## config.mk

```make
export PLATFORM = sky130hd
export DESIGN_NAME = table_interp_atan2_core_flat
export DESIGN_NICKNAME = d
export VERILOG_FILES = /design/src/sv/tia_pkg.sv /design/src/sv/tia_if.sv /design/src/sv/tia_front.sv /design/src/sv/tia_queue.sv /design/src/sv/tia_back.sv /design/src/sv/table_interp_atan2_core.sv /design/src/flat_wrapper.sv
export SDC_FILE = /design/constraint.sdc
export NUM_CORES = 1
export LEC_CHECK = 0
export BUFFER_PORTS_ARGS = -buffer_cell sky130_fd_sc_hd__clkbuf_2
export CORE_MARGIN = 10
export CORE_UTILIZATION = 58
export DETAILED_ROUTE_END_ITERATION = 10
export PLACE_DENSITY_LB_ADDON = 0.25
export SLEW_MARGIN = 15
export SYNTH_ARGS = -nofsm -noshare
export SYNTH_HDL_FRONTEND = slang
export SYNTH_SLANG_ARGS = --single-unit
export TNS_END_PERCENT = 20
```

## constraint.sdc

```tcl
create_clock -name clock -period 12.4 [get_ports clock]
set_input_delay 0.62 -clock clock [delete_from_list [all_inputs] [get_ports clock]]
set_output_delay 0.62 -clock clock [all_outputs]
set_load 0.05 [all_outputs]
```

## src/sv/tia_pkg.sv

```systemverilog
// Package for the table-interpolated atan2 core: shared types, constants and
// the arctangent ROM. Depends on nothing; all but tia_if import it.
package tia_pkg;

   localparam int unsigned QUOT_W     = 10;  // ratio bits kept by the divider
   localparam int unsigned DIV_STEPS  = QUOT_W;
   localparam int unsigned ANGLE_W    = 11;  // first-quadrant angle, 0..1571
   localparam int unsigned OUT_W      = 14;

   localparam logic [ANGLE_W-1:0] HALF_PI_MRAD = 11'd1571;
   localparam logic [ANGLE_W-1:0] ROM_LAST     = 11'd1446;
   localparam logic [QUOT_W-1:0]  RATIO_LIMIT  = 10'd256;
   localparam logic signed [OUT_W-1:0] OUT_HALF_PI = 14'sd1571;
   localparam logic signed [OUT_W-1:0] OUT_PI      = 14'sd3142;
   localparam logic signed [OUT_W-1:0] OUT_TWO_PI  = 14'sd6283;

   typedef enum logic [1:0] {
      KIND_NORMAL,
      KIND_X_ZERO,
      KIND_Y_ZERO
   } tia_kind_type;

   // One classified vector as it leaves the front part.
   typedef struct packed {
      tia_kind_type kind;
      logic         y_neg;
      logic         x_neg;
      logic         ovf;     // |y| >= 32*|x|: ratio beyond the divider range
      logic [15:0]  ay;
      logic [15:0]  ax;
   } tia_item_type;

   // Arctangent ROM, 17 entries, in milliradians.
   function automatic logic [ANGLE_W-1:0] atan_rom(input logic [4:0] idx);
      logic [ANGLE_W-1:0] v;
      case (idx)
         5'd0:  v = 11'd0;
         5'd1:  v = 11'd464;
         5'd2:  v = 11'd785;
         5'd3:  v = 11'd983;
         5'd4:  v = 11'd1107;
         5'd5:  v = 11'd1190;
         5'd6:  v = 11'd1249;
         5'd7:  v = 11'd1292;
         5'd8:  v = 11'd1326;
         5'd9:  v = 11'd1352;
         5'd10: v = 11'd1373;
         5'd11: v = 11'd1391;
         5'd12: v = 11'd1406;
         5'd13: v = 11'd1418;
         5'd14: v = 11'd1429;
         5'd15: v = 11'd1438;
         5'd16: v = 11'd1446;
         default: v = 11'd1446;
      endcase
      return v;
   endfunction

endpackage

```

## src/sv/tia_if.sv

```systemverilog
// Valid/ready channel interfaces for the atan2 core: vector requests and
// angle responses. Depends on nothing.
interface tia_req_if;
   logic               valid;
   logic               ready;
   logic signed [15:0] y_in;
   logic signed [15:0] x_in;

   modport source (output valid, output y_in, output x_in, input ready);
   modport sink   (input valid, input y_in, input x_in, output ready);
endinterface

interface tia_rsp_if;
   logic               valid;
   logic               ready;
   logic signed [13:0] angle_mrad;

   modport source (output valid, output angle_mrad, input ready);
   modport sink   (input valid, input angle_mrad, output ready);
endinterface

```

## src/sv/tia_front.sv

```systemverilog
// Front part of the atan2 core: accepts a vector, classifies it and forms
// magnitudes. Depends on tia_pkg and tia_req_if.
module tia_front import tia_pkg::*; (
   input  logic          clock,
   input  logic          reset,
   tia_req_if.sink       req_ch,
   output logic          out_valid,
   input  logic          out_ready,
   output tia_item_type  out_item
);

   logic         valid_ff, valid_in;
   tia_item_type item_ff, item_in;
   logic [15:0]  ay, ax;

   assign req_ch.ready = !valid_ff || out_ready;

   always_comb begin
      // Negating the most negative value yields 0x8000, which is 32768 unsigned.
      ay = req_ch.y_in[15] ? 16'(-req_ch.y_in) : 16'(req_ch.y_in);
      ax = req_ch.x_in[15] ? 16'(-req_ch.x_in) : 16'(req_ch.x_in);
      item_in.y_neg = req_ch.y_in[15];
      item_in.x_neg = req_ch.x_in[15];
      item_in.ay    = ay;
      item_in.ax    = ax;
      item_in.ovf   = {5'd0, ay} >= {ax, 5'd0};
      if (ax == 16'd0) begin
         item_in.kind = KIND_X_ZERO;
      end else if (ay == 16'd0) begin
         item_in.kind = KIND_Y_ZERO;
      end else begin
         item_in.kind = KIND_NORMAL;
      end
      valid_in = req_ch.ready ? req_ch.valid : valid_ff;
   end

   always_ff @(posedge clock) begin
      if (reset) begin
         valid_ff <= 1'b0;
      end else begin
         valid_ff <= valid_in;
      end
      if (req_ch.valid && req_ch.ready) begin
         item_ff <= item_in;
      end
   end

   assign out_valid = valid_ff;
   assign out_item  = item_ff;

endmodule

```

## src/sv/tia_queue.sv

```systemverilog
// Short queue between the front and back parts of the atan2 core.
// Depends on tia_pkg for the item type.
module tia_queue import tia_pkg::*; #(
   parameter int unsigned DEPTH = 4
) (
   input  logic          clock,
   input  logic          reset,
   input  logic          in_valid,
   output logic          in_ready,
   input  tia_item_type  in_item,
   output logic          out_valid,
   input  logic          out_ready,
   output tia_item_type  out_item
);

   localparam int unsigned PTR_W = (DEPTH > 1) ? $clog2(DEPTH) : 1;
   localparam int unsigned CNT_W = $clog2(DEPTH + 1);
   localparam logic [PTR_W-1:0] LAST = PTR_W'(DEPTH - 1);

   tia_item_type     entry_ff [DEPTH];
   logic [PTR_W-1:0] wr_ptr_ff, wr_ptr_in, rd_ptr_ff, rd_ptr_in;
   logic [CNT_W-1:0] count_ff, count_in;
   logic             push, pop;

   assign in_ready  = count_ff != CNT_W'(DEPTH);
   assign out_valid = count_ff != '0;
   assign out_item  = entry_ff[rd_ptr_ff];
   assign push      = in_valid && in_ready;
   assign pop       = out_valid && out_ready;

   always_comb begin
      wr_ptr_in = wr_ptr_ff;
      rd_ptr_in = rd_ptr_ff;
      count_in  = count_ff;
      if (push) begin
         wr_ptr_in = (wr_ptr_ff == LAST) ? '0 : wr_ptr_ff + 1'b1;
      end
      if (pop) begin
         rd_ptr_in = (rd_ptr_ff == LAST) ? '0 : rd_ptr_ff + 1'b1;
      end
      if (push && !pop) begin
         count_in = count_ff + 1'b1;
      end else if (pop && !push) begin
         count_in = count_ff - 1'b1;
      end
   end

   always_ff @(posedge clock) begin
      if (reset) begin
         wr_ptr_ff <= '0;
         rd_ptr_ff <= '0;
         count_ff  <= '0;
      end else begin
         wr_ptr_ff <= wr_ptr_in;
         rd_ptr_ff <= rd_ptr_in;
         count_ff  <= count_in;
      end
      if (push) begin
         entry_ff[wr_ptr_ff] <= in_item;
      end
   end

endmodule

```

## src/sv/tia_back.sv

```systemverilog
// Back part of the atan2 core: pipelined ratio divider, ROM interpolation,
// quadrant fold and output register. Depends on tia_pkg and tia_rsp_if.
module tia_back import tia_pkg::*; (
   input  logic          clock,
   input  logic          reset,
   input  logic          in_valid,
   output logic          in_ready,
   input  tia_item_type  in_item,
   tia_rsp_if.source     rsp_ch
);

   typedef struct packed {
      tia_kind_type      kind;
      logic              y_neg;
      logic              x_neg;
      logic              ovf;
      logic [15:0]       d;
      logic [15:0]       r;
      logic [QUOT_W-1:0] q;
      logic [QUOT_W-1:0] nbits;   // dividend bits still to bring down
   } tia_div_type;

   typedef struct packed {
      tia_kind_type       kind;
      logic               y_neg;
      logic               x_neg;
      logic [ANGLE_W-1:0] a;
   } tia_ang_type;

   // One restoring division step: bring down a bit, subtract if it fits.
   function automatic tia_div_type div_step(input tia_div_type s);
      tia_div_type o;
      logic [16:0] t;
      logic        ge;
      o       = s;
      t       = {s.r, s.nbits[QUOT_W-1]};
      ge      = t >= {1'b0, s.d};
      o.r     = ge ? 16'(t - {1'b0, s.d}) : t[15:0];
      o.q     = {s.q[QUOT_W-2:0], ge};
      o.nbits = {s.nbits[QUOT_W-2:0], 1'b0};
      return o;
   endfunction

   logic        advance;
   logic        div_valid_ff [DIV_STEPS+1];
   tia_div_type div_ff [DIV_STEPS+1];
   tia_div_type div_first;
   logic        ang_valid_ff;
   tia_ang_type ang_ff, ang_in;
   logic        out_valid_ff;
   logic signed [OUT_W-1:0] out_angle_ff, out_angle_in;

   logic [QUOT_W-1:0]  ratio, over;
   logic [ANGLE_W-1:0] lo, hi, diff, ext;
   logic [14:0]        prod;
   logic signed [OUT_W-1:0] a_s;

   assign advance  = !out_valid_ff || rsp_ch.ready;
   assign in_ready = advance;

   always_comb begin
      // The dividend is |y|*32; its top eleven bits start the remainder.
      div_first.kind  = in_item.kind;
      div_first.y_neg = in_item.y_neg;
      div_first.x_neg = in_item.x_neg;
      div_first.ovf   = in_item.ovf;
      div_first.d     = in_item.ax;
      div_first.r     = {5'd0, in_item.ay[15:5]};
      div_first.q     = '0;
      div_first.nbits = {in_item.ay[4:0], 5'd0};
   end

   always_ff @(posedge clock) begin
      if (reset) begin
         for (int k = 0; k <= DIV_STEPS; k++) begin
            div_valid_ff[k] <= 1'b0;
         end
         ang_valid_ff <= 1'b0;
         out_valid_ff <= 1'b0;
      end else if (advance) begin
         div_valid_ff[0] <= in_valid;
         for (int k = 1; k <= DIV_STEPS; k++) begin
            div_valid_ff[k] <= div_valid_ff[k-1];
         end
         ang_valid_ff <= div_valid_ff[DIV_STEPS];
         out_valid_ff <= ang_valid_ff;
      end
      if (advance) begin
         div_ff[0] <= div_first;
         for (int k = 1; k <= DIV_STEPS; k++) begin
            div_ff[k] <= div_step(div_ff[k-1]);
         end
         ang_ff       <= ang_in;
         out_angle_ff <= out_angle_in;
      end
   end

   // First-quadrant angle from the ratio.
   always_comb begin
      ratio = div_ff[DIV_STEPS].ovf ? '1 : div_ff[DIV_STEPS].q;
      lo    = atan_rom({1'b0, ratio[7:4]});
      hi    = atan_rom({1'b0, ratio[7:4]} + 5'd1);
      diff  = hi - lo;
      prod  = 15'(diff) * 15'(ratio[3:0]);
      over  = ratio - RATIO_LIMIT;
      ext   = ROM_LAST + ANGLE_W'(over[QUOT_W-1:2]);
      ang_in.kind  = div_ff[DIV_STEPS].kind;
      ang_in.y_neg = div_ff[DIV_STEPS].y_neg;
      ang_in.x_neg = div_ff[DIV_STEPS].x_neg;
      if (ratio < RATIO_LIMIT) begin
         ang_in.a = lo + prod[14:4];
      end else if (ext > HALF_PI_MRAD) begin
         ang_in.a = HALF_PI_MRAD;
      end else begin
         ang_in.a = ext;
      end
   end

   // Quadrant fold into 0..2pi; the axis cases are handled by kind, x zero giving +-pi/2.
   always_comb begin
      a_s = signed'({3'd0, ang_ff.a});
      case (ang_ff.kind)
         KIND_X_ZERO: out_angle_in = ang_ff.y_neg ? -OUT_HALF_PI : OUT_HALF_PI;
         KIND_Y_ZERO: out_angle_in = ang_ff.x_neg ? OUT_PI : '0;
         KIND_NORMAL: begin
            if (ang_ff.x_neg) begin
               out_angle_in = ang_ff.y_neg ? OUT_PI + a_s : OUT_PI - a_s;
            end else begin
               out_angle_in = ang_ff.y_neg ? OUT_TWO_PI - a_s : a_s;
            end
         end
         default: out_angle_in = '0;
      endcase
   end

   assign rsp_ch.valid      = out_valid_ff;
   assign rsp_ch.angle_mrad = out_angle_ff;

endmodule

```

## src/sv/table_interp_atan2_core.sv

```systemverilog
// Top level of the table-interpolated atan2 core: front, queue and back.
// Depends on tia_pkg, tia_if, tia_front, tia_queue and tia_back.
//
// Usage: a vector (y_in, x_in), both signed 16-bit, enters on the req_ch
// channel and is accepted at a rising clock edge where valid and ready are
// both high. One item comes back on rsp_ch per vector, in order, carrying
// angle_mrad: the angle in milliradians folded into 0..6283, or +-1571 when
// x is zero.
//
// Throughput is one item per cycle unless the receiver stalls rsp_ch. From
// acceptance to rsp_ch.valid an item passes, when the queue is empty, through
// the front register, the queue, the divider input register, the divider pipeline
// (one restoring step and one quotient bit per stage, the division |y|*32/|x|
// being the longest chain), the ROM interpolation register and the quadrant
// fold into the output register.
//
// When the receiver stalls, the back pipeline holds in place and the queue
// absorbs QUEUE_DEPTH items plus one in the front register before req_ch.ready
// drops. Synchronous reset empties every stage and the queue; the data
// registers are not reset, and req_ch.ready is high once reset is released.
module table_interp_atan2_core import tia_pkg::*; #(
   parameter int unsigned QUEUE_DEPTH = 4
) (
   input  logic       clock,
   input  logic       reset,
   tia_req_if.sink    req_ch,
   tia_rsp_if.source  rsp_ch
);

   // Front to queue.
   logic         front_valid;
   logic         front_ready;
   tia_item_type front_item;

   // Queue to back.
   logic         back_valid;
   logic         back_ready;
   tia_item_type back_item;

   tia_front u_front (
      .clock     (clock),
      .reset     (reset),
      .req_ch    (req_ch),
      .out_valid (front_valid),
      .out_ready (front_ready),
      .out_item  (front_item)
   );

   tia_queue #(
      .DEPTH (QUEUE_DEPTH)
   ) u_queue (
      .clock     (clock),
      .reset     (reset),
      .in_valid  (front_valid),
      .in_ready  (front_ready),
      .in_item   (front_item),
      .out_valid (back_valid),
      .out_ready (back_ready),
      .out_item  (back_item)
   );

   tia_back u_back (
      .clock    (clock),
      .reset    (reset),
      .in_valid (back_valid),
      .in_ready (back_ready),
      .in_item  (back_item),
      .rsp_ch   (rsp_ch)
   );

endmodule
```

## src/flat_wrapper.sv

```systemverilog
// flat-port wrapper written by rule: the top's interface ports become plain ports
module table_interp_atan2_core_flat import tia_pkg::*;
#(
   parameter int unsigned QUEUE_DEPTH = 4
)
  (clock, reset, req_ch_valid, req_ch_y_in, req_ch_x_in, req_ch_ready, rsp_ch_valid, rsp_ch_angle_mrad, rsp_ch_ready);
  tia_req_if req_ch_i ();
  tia_rsp_if rsp_ch_i ();
  input  logic clock;
  input  logic reset;
  input wire logic [$bits(req_ch_i.valid)-1:0] req_ch_valid;
  input wire logic [$bits(req_ch_i.y_in)-1:0] req_ch_y_in;
  input wire logic [$bits(req_ch_i.x_in)-1:0] req_ch_x_in;
  output wire logic [$bits(req_ch_i.ready)-1:0] req_ch_ready;
  output wire logic [$bits(rsp_ch_i.valid)-1:0] rsp_ch_valid;
  output wire logic [$bits(rsp_ch_i.angle_mrad)-1:0] rsp_ch_angle_mrad;
  input wire logic [$bits(rsp_ch_i.ready)-1:0] rsp_ch_ready;
  assign req_ch_i.valid = req_ch_valid;
  assign req_ch_i.y_in = req_ch_y_in;
  assign req_ch_i.x_in = req_ch_x_in;
  assign req_ch_ready = req_ch_i.ready;
  assign rsp_ch_valid = rsp_ch_i.valid;
  assign rsp_ch_angle_mrad = rsp_ch_i.angle_mrad;
  assign rsp_ch_i.ready = rsp_ch_ready;
  table_interp_atan2_core #(.QUEUE_DEPTH(QUEUE_DEPTH)) u_core (.clock(clock), .reset(reset), .req_ch(req_ch_i), .rsp_ch(rsp_ch_i));
endmodule
```

# After elaboration in Yosys (flattened, before gate mapping)
# Memories as Yosys holds them, arrays and structs flattened. A register that Yosys moved wholly into a read port is not among the register bits.
# Index checks and enable logic that the tools add are counted.
# totals
elab_cells	138
inputBits	36
out_inout_bits	16
mem_bits_rw	775
mem_count	5
regBits	75
mem_bits_ro	528
# op_classes
bitwise_logic	11
n_lt_le_gt_ge	13
muxes	47
n_addsub	24
multipliers	1
reduce_logical	16
eq_ne	5
# mem_list
name	words	word_bits	read_ports	rd_clocked_by_memory_dff	write_ports	line_no	source
u_core.u_back.div_ff	11	56	11	0	11	tia_back.sv:46	tia_div_type div_ff [DIV_STEPS+1];
(no name shown)	32	11	1	0	0	tia_pkg.sv:36	case (idx)
(no name shown)	16	11	1	0	0	tia_pkg.sv:36	
u_core.u_queue.entry_ff	4	37	1	1	1	tia_queue.sv:20	tia_item_type entry_ff [DEPTH];
u_core.u_back.div_valid_ff	11	1	11	1	11	tia_back.sv:45	logic div_valid_ff [DIV_STEPS+1];
# op_table
cell	count
two-way mux 16 bit	12
>= comparator 17 x 16 -> 1 bit	10
subtractor 16 bit	10
two-way mux 14 bit	4
one-hot mux 14 bit (3 select lines)	1
zero test 16 bit	2
negator 16 bit	2
two-way mux 11 bit	2
>= comparator 16 x 21 -> 1 bit	1
two-way mux 1 bit	19
multiplier 11 x 4 -> 15 bit	1
subtractor 13 x 11 -> 14 bit, first input constant	1
adder 12 x 11 -> 13 bit, first input constant	1
subtractor 12 x 11 -> 13 bit, first input constant	1
two-way mux 12 bit	1
adder 11 bit	1
adder 11 x 8 -> 11 bit, first input constant	1
greater-than comparator 11 bit, second input constant	1
bitwise OR 1 bit	11
subtractor 11 bit	1
< comparator 10 x 9 -> 1 bit, second input constant	1
two-way mux 10 bit	1
two-way mux 2 bit	5
subtractor 10 x 9 -> 10 bit, second input constant	1
14 further kinds	26

# Longest topological paths before layout
# An unclocked memory read counts as a cell.
# depth
word_depth	8
mapped_depth	37
ltp_nobuf	35

# Modules after synthesis
# A second synthesis with hierarchy kept.
# unflattened
hier_cells	2857
area_unflattened_um2	35536.6
# modules_own_cells
module	area_per_inst_um2	instances	seq_area_each_um2	cells_per_inst
tia_back	27303.7	1	14453.9	2390
tia_queue	5808.1	1	4624.4	241
tia_front	2424.8	1	1131.1	226

# Least setup slack after synthesis
# OpenSTA, ideal clock, no wires.
# synth_path
path_kind	reg-to-reg
start	register u_core.u_back.out_valid_ff, in the netlist u_core.u_back.rsp_ch.valid
end	register u_core.u_queue.count_ff[2]
period_less_slack_ns	13.087
t_arrival_ns	13.017
setup_ns	0.070
setup_slack_ns	-0.687
required_time_ns	12.330
path_buffers	0
path_stages_with_launch	10
cell_sequence	dfxtp_1 > nor2b_1 > inv_1 > o31ai_1 > ha_1 > inv_1 > fa_1 > xor2_1 > or3_1 > a21oi_1
# synth_between
elab_chain_len	6
word_cells_on_any_way	8
classes_between	1 x mux; 7 x reduce/logical
# synth_lines
item	line_no	source
from (decl)	tia_back.sv:50	logic out_valid_ff;
from (signal assigned)	tia_back.sv:86	out_valid_ff <= ang_valid_ff;
zero test 1 bit (*)	tia_back.sv:58	assign advance = !out_valid_ff || rsp_ch.ready;
logical OR 1 bit (*)	tia_back.sv:58	
logical AND 1 bit (*)	tia_queue.sv:29	assign pop = out_valid && out_ready;
zero test 1 bit	tia_queue.sv:41	if (push && !pop) begin
logical AND 1 bit	tia_queue.sv:41	
two-way mux 3 bit or nonzero test 2 bit (tied branches)	-	
to (signal assigned)	tia_queue.sv:56	count_ff <= count_in;
to (decl)	tia_queue.sv:22	logic [CNT_W-1:0] count_ff, count_in;
# Mark *: on every way between the ends. The rest lies on a longest branch, timed or not.
# A chain may end at the register's enable or synchronous reset.

==> results.yml <==
drt:
  finalWirelength_mm: 68.8
  drc: 0
  vias: 22100
  ant_nets: 0
  wl_per_cell_um: 18.3
  drtIter0Drc: 1373
  drt_first_pass_iters: 5
  via_per_inst: 5.89
finish:
  nets: 3207
  fill_cells: 4427
  fin_cells: 3749
  post-route-util_pct: 64.5
  drive_gt1_share_pct: 12.5
  area_delta_synth_final_pct: 9.54
  diodes: 0
placement:
  gp_congestion: 0.908
  dp_hpwl_mm: 49.5
  port_buffers: 51
  place_inst: 3616
critical_path:
  crit_arrival_ns: 8.87
  crit_fanout: 19
  max_stage_delay_ns: 0.63
  crit_family: "adder cells"
  critPathBufInv: 4
  path_class: "reg -> reg"
  end_kind: "register"
  critical_path.most_common_cell: "ha_1"
  cp-start-kind: "register"
  critPathSlowestCell: "nor2_2"
  worstPathRequired_ns: 12.77
clock_network:
  cts_buffers: 73
  cts_buffer_depth: 3
  hold_buffers: 0
  cts_tree: "done"
  cts_setup_buffers: 0
  clock_latency_ns: 0.62
  cts_root_buf: "clkbuf_16"
  ctsResizeCount: 0
  path_clk_slew_ns: 0.06
  cts_htree_levels: 3
  cts.sinks: 677
worst_hold_path:
  hold_path_class: "in -> reg"
global_routing:
  grt-ovfl-total: 0
  grt_max_degree: 190
  grt_pass1_wl_mm: 112
  antenna_found_initial: 0
  grt.total_usage_pct: 19.2
  grt_pass1_vias: 22600
yosys:
  synth_area_leaders: "edfxtp_1 (56%), ha_1 (8.2%), mux2_2 (3.5%)"
  netlist_area_sq_um: 35700
  yosysUniqueCellTypes: 88
  avgSynthCellArea_sq_um: 12.7
  synth_edf_count: 665
  syn_inst: 2819
  yosys.area.top_type: "edfxtp_1"
  synthTopCellsByCount: "edfxtp_1 (665), inv_1 (297), ha_1 (233), nor2_1 (200), a21oi_1 (142)"
  ys_seq_area_share_pct: 56.6
  synth_top_area_share_pct: 56.0
  synth_most_common_cell: "edfxtp_1"
  ys_seq_elements: 677
  syn_nets: 3117
  yosysWarnings: 0
  synthArstFlopShare_pct: 0
  ys.flop_type: "edfxtp_1"
timing:
  drv_slew: 0
  rsz0062_at_grt: "no"
  min_period_over_period_pct: 68.6
  skew_ns: 0.0317
  relSlewSlack_pct: 26.2
  finalSetupTns_ns: 0
  fmax_mhz: 118
  worst_pin_slew_ns: 1.11
  setup_viol: 0
  hold_viol: 0
  layout_min_cycle_time_ns: 8.50
status:
  status: "finished, final reports clean"
floorplan:
  die_area_sq_um: 71800
  core-area_sq_um: 60600
  die_width_um: 268
  rows: 90
  die_y_um: 268
  initial_utilization_pct: 58.9
  io_pins: 52
job:
  maxCapViolCount: 0
-- per-layer routing --
layer / wire length, um / track usage [%]
met5: 0 / 0
met4: 2450 / 8.41
met3: 2420 / 2.44
met2: 36400 / 35.8
met1: 27500 / 21.8
-- area by class of cell --
type | instances | area (sq um) | share of cell area (%)
clock buffer | 89 | 1910 | 4.88
timing repair buffer | 68 | 395 | 1.01
tap | 782 | 978 | 2.50
sequential | 677 | 20200 | 51.7
inverter | 300 | 1130 | 2.89
multi-input combinational | 1789 | 14100 | 36.2
clock inverter | 44 | 317 | 0.810
-- placed cells by master, fill, tap and decap left out, types with 17 or more instances in the layout --
| cell type | count |
|---|---|
| fa_1 | 29 |
| nand4_1 | 29 |
| o211ai_1 | 19 |
| or3_1 | 17 |
| a21o_1 | 43 |
| clkbuf_2 | 51 |
| mux2_2 | 112 |
| edfxtp_1 | 665 |
| mux2i_1 | 32 |
| nand2b_1 | 40 |
| ha_1 | 233 |
| nand3_1 | 26 |
| o31ai_1 | 20 |
| nor2_1 | 199 |
| xor2_1 | 52 |
| a31oi_1 | 19 |
| xnor2_1 | 90 |
| o21a_1 | 44 |
| clkbuf_16 | 74 |
| inv_1 | 296 |
| and3_1 | 18 |
| nor3_1 | 38 |
| a21oi_1 | 142 |
| or2_2 | 23 |
| mux4_2 | 38 |
| nand2_1 | 118 |
| and2_1 | 21 |
| nor2b_1 | 42 |
| o21ai_0 | 129 |
| a211oi_1 | 25 |
-- kinds of logic (layout without fill, tap and decap cells) --
logic type / after synthesis / in the layout / synth area share (%)
compound gates: 574 / 574 / 10.6
flops: 677 / 677 / 56.6
xor+xnor: 142 / 142 / 3.49
simple gates: 629 / 629 / 8.88
buf+inv: 353 / 501 / 3.77
mux: 182 / 182 / 6.83
fa+ha+maj: 262 / 262 / 9.80
-- path summary, 6_finish.rpt --
check	end	slack, ns	from	cells past startpoint
setup / recovery	u_core.u_back.a_s[10]$_SDFFCE_PN1N_	3.90	u_core.u_back.div_ff[10][15]$_DFFE_PN_	29
hold / removal	u_core.u_front.out_item[16]$_DFFE_PP_	0.27	req_ch_y_in[0]	1
setup reg to reg	u_core.u_back.a_s[10]$_SDFFCE_PN1N_	3.90	u_core.u_back.div_ff[10][15]$_DFFE_PN_	29
hold reg to reg	u_core.u_back.div_ff[2][53]$_DFFE_PN_	0.40	u_core.u_back.div_ff[1][53]$_DFFE_PN_	0
-- metrics by stage --
stage / setup slack (ns) / area, sq um / hold WS [ns]
floorplan: 2.68 / 35700 / 0.400
CTS: 3.46 / 39100 / 0.231
global placement: 3.63 / 36900 / 0.401
global route: 3.16 / 39100 / 0.249
finish: 3.90 / 39100 / 0.266
detailed placement: 3.49 / 36900 / 0.405
-- state kept, by name, summed over array words and instances, names as in the netlist, named ones only --
name                             flops
u_core.u_back.div_valid_ff          11
u_core.u_queue.entry_ff            148
u_core.u_queue.wr_ptr_ff             2
u_core.u_back.ang_ff                 4
u_core.u_back.a_s                   11
u_core.u_back.rsp_ch.angle_mrad     14
u_core.u_front.out_item             37
u_core.u_queue.rd_ptr_ff             2
u_core.u_front.out_valid             1
u_core.u_back.ang_valid_ff           1
u_core.u_back.rsp_ch.valid           1
u_core.u_queue.count_ff              3
u_core.u_back.div_ff               440
Power is not shown: default switching activity piles up to over one toggle a cycle in this logic, so the estimate is an artifact.
